===== src/rtl/e2g_pkg.sv =====
package e2g_pkg;

	// sizes
	localparam int CORDIC_STAGES       = 32;
	localparam int ANGLE_FRACTION_BITS = 24;
	localparam int GUARD_BITS          = 20;
	localparam int UNIT_BITS           = 52;
	localparam int QB                  = 30;
	localparam int IN_W                = 34;
	localparam int DW                  = 58;
	localparam int AW                  = 57;
	localparam int RW                  = 32;
	localparam int BW                  = 33;
	localparam int LAT_W               = 32;
	localparam int LON_W               = 33;

	// ellipsoid semi-axes in micrometers
	localparam logic [63:0] SEMI_MAJOR_UM = 64'd6378137000000;
	localparam logic [63:0] SEMI_MINOR_UM = 64'd6356752314245;

	typedef logic signed [DW-1:0] data_t;
	typedef logic signed [AW-1:0] ang_t;
	typedef logic signed [RW-1:0] rot_t;
	typedef logic signed [BW-1:0] coef_t;
	typedef ang_t atan_tab_t [CORDIC_STAGES];

	// values carried beside a cordic
	typedef struct packed {
		data_t pk;
		data_t zk;
		ang_t  lon;
	} side_t;

	// result word, latitude in the low bits
	typedef struct packed {
		logic signed [LON_W-1:0] lon;
		logic signed [LAT_W-1:0] lat;
	} res_t;

	// restoring long division, quotient in the upper half
	function automatic logic [127:0] udivmod(input logic [63:0] n, input logic [63:0] d);
		logic [63:0] q;
		logic [63:0] r;
		q = '0;
		r = '0;
		for (int i = 63; i >= 0; i--) begin
			r = {r[62:0], n[i]};
			if (r >= d) begin
				r = r - d;
				q[i] = 1'b1;
			end
		end
		return {q, r};
	endfunction

	function automatic logic [63:0] udiv_q(input logic [63:0] n, input logic [63:0] d);
		logic [127:0] qr;
		qr = udivmod(n, d);
		return qr[127:64];
	endfunction

	function automatic logic [63:0] udiv_r(input logic [63:0] n, input logic [63:0] d);
		logic [127:0] qr;
		qr = udivmod(n, d);
		return qr[63:0];
	endfunction

	// floor(num * 2^bits / den)
	function automatic logic [63:0] frac_div(input logic [63:0] num, input logic [63:0] den,
			input int bits);
		logic [63:0] q;
		logic [63:0] r;
		q = udiv_q(num, den);
		r = udiv_r(num, den);
		for (int i = 0; i < bits; i++) begin
			q = q << 1;
			r = r << 1;
			if (r >= den) begin
				r = r - den;
				q = q | 64'd1;
			end
		end
		return q;
	endfunction

	function automatic logic [63:0] isqrt64(input logic [63:0] v0);
		logic [63:0] v;
		logic [63:0] res;
		logic [63:0] b;
		v = v0;
		res = '0;
		b = 64'd1 << 62;
		for (int i = 0; i < 32; i++)
			if (b > v) b = b >> 2;
		for (int i = 0; i < 32; i++) begin
			if (b != 0) begin
				if (v >= res + b) begin
					v = v - (res + b);
					res = (res >> 1) + b;
				end else begin
					res = res >> 1;
				end
				b = b >> 2;
			end
		end
		return res;
	endfunction

	// atan(1/n) in q62
	function automatic logic signed [63:0] atan_recip(input logic [63:0] n);
		logic [63:0] pw;
		logic [63:0] n2;
		logic [63:0] k;
		logic signed [63:0] sum;
		logic signed [63:0] t;
		pw = udiv_q(64'd1 << 62, n);
		n2 = n * n;
		k = '0;
		sum = '0;
		for (int it = 0; it < 64; it++) begin
			if (pw != 0) begin
				t = udiv_q(pw, 2 * k + 1);
				sum = k[0] ? sum - t : sum + t;
				pw = udiv_q(pw, n2);
				k = k + 1;
			end
		end
		return sum;
	endfunction

	// atan(2^-i) in q62
	function automatic logic signed [63:0] atan_pow2(input int i);
		logic signed [63:0] sum;
		logic signed [63:0] t;
		int e;
		sum = '0;
		for (int k = 0; k < 32; k++) begin
			e = i * (2 * k + 1);
			if (e <= 62) begin
				t = udiv_q(64'd1 << (62 - e), 64'(2 * k + 1));
				sum = k[0] ? sum - t : sum + t;
			end
		end
		return sum;
	endfunction

	function automatic atan_tab_t build_atan();
		atan_tab_t tab;
		logic [63:0] quarter;
		logic [63:0] f;
		quarter = 4 * atan_recip(64'd5) - atan_recip(64'd239);
		for (int i = 0; i < CORDIC_STAGES; i++) begin
			if (i == 0) begin
				tab[i] = ang_t'(64'd1 << UNIT_BITS);
			end else begin
				f = frac_div(atan_pow2(i), quarter, UNIT_BITS + 1);
				tab[i] = ang_t'((f + 64'd1) >> 1);
			end
		end
		return tab;
	endfunction

	// cordic gain in q30
	function automatic logic [63:0] calc_k();
		logic [63:0] g;
		g = 64'd1 << 60;
		for (int i = 0; i < CORDIC_STAGES; i++)
			if (2 * i < 64) g = g + (g >> (2 * i));
		return isqrt64(g);
	endfunction

	// floor(a * b / 2^30) for positive operands
	function automatic logic [63:0] mulq_c(input logic [63:0] a, input logic [63:0] b);
		return (a >> QB) * b + (((a & 64'h3FFF_FFFF) * b) >> QB);
	endfunction

	localparam logic [63:0] K_RAW     = calc_k();
	localparam logic [63:0] INV_K_RAW = udiv_q(64'd1 << 60, K_RAW);
	localparam logic [63:0] BA_RAW    = frac_div(SEMI_MINOR_UM, SEMI_MAJOR_UM, QB);
	localparam logic [63:0] DG_RAW    =
		udiv_q((SEMI_MAJOR_UM - SEMI_MINOR_UM) << GUARD_BITS, 64'd1000);
	localparam logic [63:0] CA_RAW    = mulq_c(mulq_c(DG_RAW,
		frac_div(SEMI_MAJOR_UM + SEMI_MINOR_UM, SEMI_MAJOR_UM, QB)), K_RAW);
	localparam logic [63:0] CB_RAW    = mulq_c(mulq_c(DG_RAW,
		frac_div(SEMI_MAJOR_UM + SEMI_MINOR_UM, SEMI_MINOR_UM, QB)), K_RAW);

	localparam coef_t     K_Q30     = coef_t'(K_RAW);
	localparam rot_t      INV_K_Q30 = rot_t'(INV_K_RAW);
	localparam coef_t     BA_Q30    = coef_t'(BA_RAW);
	localparam data_t     CORR_A    = data_t'(CA_RAW);
	localparam data_t     CORR_B    = data_t'(CB_RAW);
	localparam atan_tab_t ATAN_TAB  = build_atan();

endpackage


===== src/rtl/e2g_mulq.sv =====
module e2g_mulq (
	input  logic          clk,
	input  logic          en,
	input  e2g_pkg::data_t a,
	input  e2g_pkg::coef_t b,
	output e2g_pkg::data_t p
);
	import e2g_pkg::*;

	localparam int HI_W = DW - QB;
	localparam int SUM_W = HI_W + BW + 1;

	logic [DW-1:0]        ua;
	logic [BW-1:0]        ub;
	logic [HI_W+BW-1:0]   hi_s1;
	logic [QB+BW-1:0]     lo_s1;
	logic                 neg_s1;
	logic [SUM_W-1:0]     sum;

	// magnitudes
	assign ua = a[DW-1] ? -a : a;
	assign ub = b[BW-1] ? -b : b;

	// two partial products of the magnitude
	always_ff @(posedge clk) begin
		if (en) begin
			hi_s1  <= ua[DW-1:QB] * ub;
			lo_s1  <= ua[QB-1:0] * ub;
			neg_s1 <= a[DW-1] ^ b[BW-1];
		end
	end

	// recombine, floor, apply sign
	assign sum = SUM_W'(hi_s1) + SUM_W'(lo_s1 >> QB);

	always_ff @(posedge clk) begin
		if (en) begin
			p <= neg_s1 ? -data_t'(sum) : data_t'(sum);
		end
	end

endmodule


===== config.mk =====
export PLATFORM = sky130hd
export DESIGN_NAME = e2g_mulq
export DESIGN_NICKNAME = d
export VERILOG_FILES = /design/src/rtl/e2g_pkg.sv /design/src/rtl/e2g_mulq.sv
export SDC_FILE = /design/constraint.sdc
export NUM_CORES = 2
export LEC_CHECK = 0
export BUFFER_PORTS_ARGS = -buffer_cell sky130_fd_sc_hd__buf_2
export CELL_PAD_IN_SITES_DETAIL_PLACEMENT = 1
export CELL_PAD_IN_SITES_GLOBAL_PLACEMENT = 2
export CORE_ASPECT_RATIO = 1.4
export CORE_MARGIN = 2
export CORE_UTILIZATION = 45
export DETAILED_ROUTE_END_ITERATION = 16
export HOLD_SLACK_MARGIN = 0.12
export PLACE_DENSITY_LB_ADDON = 0.2
export SYNTH_ARGS = -nofsm -noshare
export SYNTH_HDL_FRONTEND = slang
export SYNTH_SLANG_ARGS = --single-unit

===== constraint.sdc =====
create_clock -name clk -period 31.3 [get_ports clk]
set_clock_uncertainty 0.2 [all_clocks]
set_input_delay 6.26 -clock clk [delete_from_list [all_inputs] [get_ports clk]]
set_output_delay 6.26 -clock clk [all_outputs]
set_load 0.03 [all_outputs]

Yosys cells after proc, flatten, opt, wreduce, memory -nomap -nowiden
Cells that the tools add are included.
{"block": "word_totals", "regBits": 180, "output_inout_bits": 58, "wordCells": 14, "in_bits": 93}
{"block": "op_classes", "mux": 3, "n_mul": 2, "addsub": 4, "bitwise_logic": 1}
{"op": "2-to-1 mux 58 bit", "count": 2}
{"op": "negator 58 bit", "count": 2}
{"op": "multiplier 30 x 33 -> 63 bit", "count": 1}
{"op": "adder 58 x 33 -> 58 bit", "count": 1}
{"op": "multiplier 28 x 33 -> 58 bit", "count": 1}
{"op": "2-to-1 mux 33 bit", "count": 1}
{"op": "negator 33 bit", "count": 1}
{"op": "bitwise XOR 1 bit", "count": 1}

Logic depth before layout (Yosys ltp)
{"block": "logic_depth", "depth_word": 3, "depth_mapped": 40, "mapped_depth_nobuf": 36}

Worst setup path before layout
No wires, ideal clock.
{"block": "synth_timing", "kind": "input port to flip-flop", "start": "input port a[0]", "end": "register lo_s1[60] (data pin)", "path_slack_ns": 14.624, "arrival_time_ns": 16.211, "n_path_buf": 3, "t_required_ns": 30.835, "setup_time_ns": 0.265, "path_stages": 39, "cell_sequence": "clkbuf_1 > inv_1 > clkbuf_1 > ha_1 > nand3b_1 > or2_2 > or4_1 > nor3_1 > nand2b_1 > o21ai_0 > xor2_1 > clkbuf_1 > nor2_1 > fa_1 > inv_1 > fa_1 > inv_1 > fa_1 > [3 not listed] > fa_1 > fa_1 > fa_1 > inv_1 > fa_1 > inv_1 > ha_1 > nand2_1 > o31ai_1 > a21oi_1 > a2111oi_0 > a21oi_1 > o41ai_1 > nand2_1 > o211ai_1 > nand3_1 > o21ai_0 > xor2_1"}
{"block": "synth_via", "elab_chain_len": 3}
{"element": "start: declaration", "line_no": "e2g_mulq.sv:4", "text": "input e2g_pkg::data_t a,"}
{"element": "negator 58 bit", "line_no": "e2g_mulq.sv:21", "text": "assign ua = a[DW-1] ? -a : a;"}
{"element": "2-to-1 mux 58 bit *", "line_no": "e2g_mulq.sv:21"}
{"element": "multiplier 30 x 33 -> 63 bit *", "line_no": "e2g_mulq.sv:28", "text": "lo_s1 <= ua[QB-1:0] * ub;"}
{"element": "end signal: assignment", "line_no": "e2g_mulq.sv:28"}
{"element": "end: declaration", "line_no": "e2g_mulq.sv:16", "text": "logic [QB+BW-1:0] lo_s1;"}
Mark *: on every way between the ends. The rest lies on a longest branch, timed or not.
A chain may end at the register's enable or synchronous reset.

Worst setup path after layout
Ends and elaborated chain as after synthesis.

==> impl_metrics.yaml <==
synth:
  synthMuxAreaShare: 0.000743
  synthAdderAreaFrac: 0.570
  yosysUniqueCellTypes: 93
  synth_simple_gate_area_frac: 0.147
  netlist.area_leader.share: 0.483
  ys_ff_latch: 150
  async_reset_ff_frac: 0
  syn_area_um2: 69000
  synth.largest_area_cell: "fa_1"
  avgSynthCellArea_um2: 8.83
  yosysWarnings: 0
  synth_top_family_by_area: "adder cells"
  synth.area.top_cells: "fa_1, inv_1, ha_1, edfxtp_1, nor2_1"
  synth_edf_count: 150
  synth_xor_area_frac: 0.0436
  synth_nets: 10100
  yosysSeqAreaShare: 0.0652
  synth_compound_area_frac: 0.0555
  ys.flop_type: "edfxtp_1"
  syn_inst: 7823
timing:
  tightest_slew_ps: 1510
  drv_slew: 8
  setup-violations-final: 0
  slew_headroom: -0.0168
  setup_tns_ps: 0
  fin_crit_sh: 0.582
  hold_viol: 0
  post-route-min-period_ps: 18220
  rsz0062_at_grt: "no"
  max_freq_mhz: 54.9
placed_design:
  port_buffers: 150
  hpwl_mm: 215
  gp_congestion: 0.925
  place_inst: 9767
grt:
  antenna_found_initial: 20
  grt-ovfl-total: 0
  grt_usage: 0.352
  grt_max_degree: 85
  grt_pass1_vias: 62100
  grt_pass1_wl_mm: 399
clocking:
  clkLatencyLatePin_ps: 480
  cts_tree: "yes"
  clockRootBuffer: "clkbuf_16"
  cts_setup_buffers: 0
  cts.clk_slew.worst_paths_ps: 70
  holdBufCountCts: 0
  cts_max_path_buffers: 2
  cts_resized: 0
  cts_buffers: 17
  cts_sinks: 150
  htree_num_levels: 4
floorplanning:
  dieWidth_um: 335
  die_h_um: 467
  start_util: 0.451
  core_area_um2: 153000
  core.rowCount: 170
  die_area_um2: 157000
  ioPinCount: 151
run:
  maxCapViolations: 1
drt:
  wl_per_cell_um: 27.5
  via_count: 55500
  drt_iter0_markers: 3885
  route.detailed.drc: 0
  vias_per_cell: 5.66
  drt_wl_total_mm: 270
  first_pass_iters: 6
  postRouteAntennaNets: 0
status:
  status: "complete, but fails checks"
  violations: "capacitance limit, slew limit"
critical_path:
  crit_path_frequent_cell: "fa_1"
  critPathCapture: "lo_s1[60]$_DFFE_PP_"
  cp-end-kind: "register"
  critPathLaunchType: "primary input"
  r2r_setup_slack_ps: 25730
  worstPathArrival_ps: 18250
  crit_type: "in2reg"
  r2r_cells: 13
  cp-startpoint: "a[0]"
  required_ps: 31330
  timing.rr.start: "hi_s1[0]$_DFFE_PP_"
  cpPeakStageDelay_ps: 910
  cpMaxStageDelayCell: "nor3_2"
  path_max_fanout: 25
  reg2reg_to: "p[48]$_DFFE_PP_"
finish:
  finalNonFillerCells: 9804
  drive_gt1_frac: 0.0691
  area_delta_synth_final_pct: 7.24
  final_common_cell: "inv_1"
  layout_common_cells: "inv_1, fa_1, nor2_1, nand2_1, ha_1"
  final_nets: 10000
  fillers: 17800
worst_hold_path:
  hold_class: "reg2reg"
per-stage QoR:
stage | util | setup WS [ps] | hold WS (ps) | instance area (µm²)
after floorplan | - | 14620 | 356 | 69000
after global placement | 0.480 | 12950 | 407 | 73500
after detailed placement | 0.480 | 12730 | 434 | 73500
after CTS | 0.484 | 13210 | 459 | 74000
after global routing | 0.484 | 12730 | 475 | 74000
final | 0.484 | 13080 | 441 | 74000
worst min-delay path by stage:
| stage | from | to | slack (ps) | cells after the start |
|---|---|---|---|---|
| floorplan | lo_s1[30]$_DFFE_PP_ | p[0]$_DFFE_PP_ | 360 | 1 |
| global placement | lo_s1[30]$_DFFE_PP_ | p[0]$_DFFE_PP_ | 410 | 1 |
| detailed placement | lo_s1[30]$_DFFE_PP_ | p[0]$_DFFE_PP_ | 430 | 1 |
| CTS | lo_s1[30]$_DFFE_PP_ | p[0]$_DFFE_PP_ | 460 | 1 |
| global route | lo_s1[30]$_DFFE_PP_ | p[0]$_DFFE_PP_ | 470 | 1 |
| finish | lo_s1[30]$_DFFE_PP_ | p[0]$_DFFE_PP_ | 440 | 1 |
kinds of logic (layout without fill, tap and decap cells):
logic type	after synthesis	in the layout
and+or+nand+nor	2459	2459
buffers and inverters	2166	2163
adders and majority gates	2145	2145
AOI/OAI and AO/OA	557	557
xor gates and xnor gates	341	341
DFF	150	150
muxes	5	5
other	0	6
cell type report:
class	instances	area, µm²	area share
flip-flops and latches	150	4500	0.0608
clock inverters	14	145	0.00196
inverters	1796	6740	0.0910
well taps	1978	2470	0.0334
multi-input cells	5507	57600	0.778
repair buffers	336	2150	0.0291
clock buffers	17	425	0.00575
diodes	6	15.0	0.000203
synthesized netlist by cell type, types with 47 or more instances:
cell      count
a21o_1       69
clkbuf_1    349
o21ai_0     114
a21oi_1     125
ha_1        479
and2_1       47
nand2_1    1021
nand3_1      52
xor2_1      135
nor2_1     1095
xnor2_1     204
fa_1       1666
edfxtp_1    150
inv_1      1796
sequential cells by signal (all words and copies together) (netlist names):
signal,cells
neg_s1,1
hi_s1,58
lo_s1,33
p,58
metal layers:
layer	share of wire	routed length (µm)	GRT usage	up-vias
met5	0.00036	97	0	-
met4	0.066	17700	0.184	14
met3	0.077	20800	0.0706	758
met2	0.48	130000	0.592	2221
met1	0.38	102000	0.426	29500
li1	-	-	-	23100
critical path: cells and delay by family:
family	cells	cell delay (ps)
AO/OA/AOI/OAI	8	3560
adder cells (fa/ha/maj)	10	4300
XOR/XNOR	2	250
AND/OR/NAND/NOR	9	2750
buffers and inverters	9	1080
Power is not shown: default switching activity piles up to over one toggle a cycle in this logic, so the estimate is an artifact.
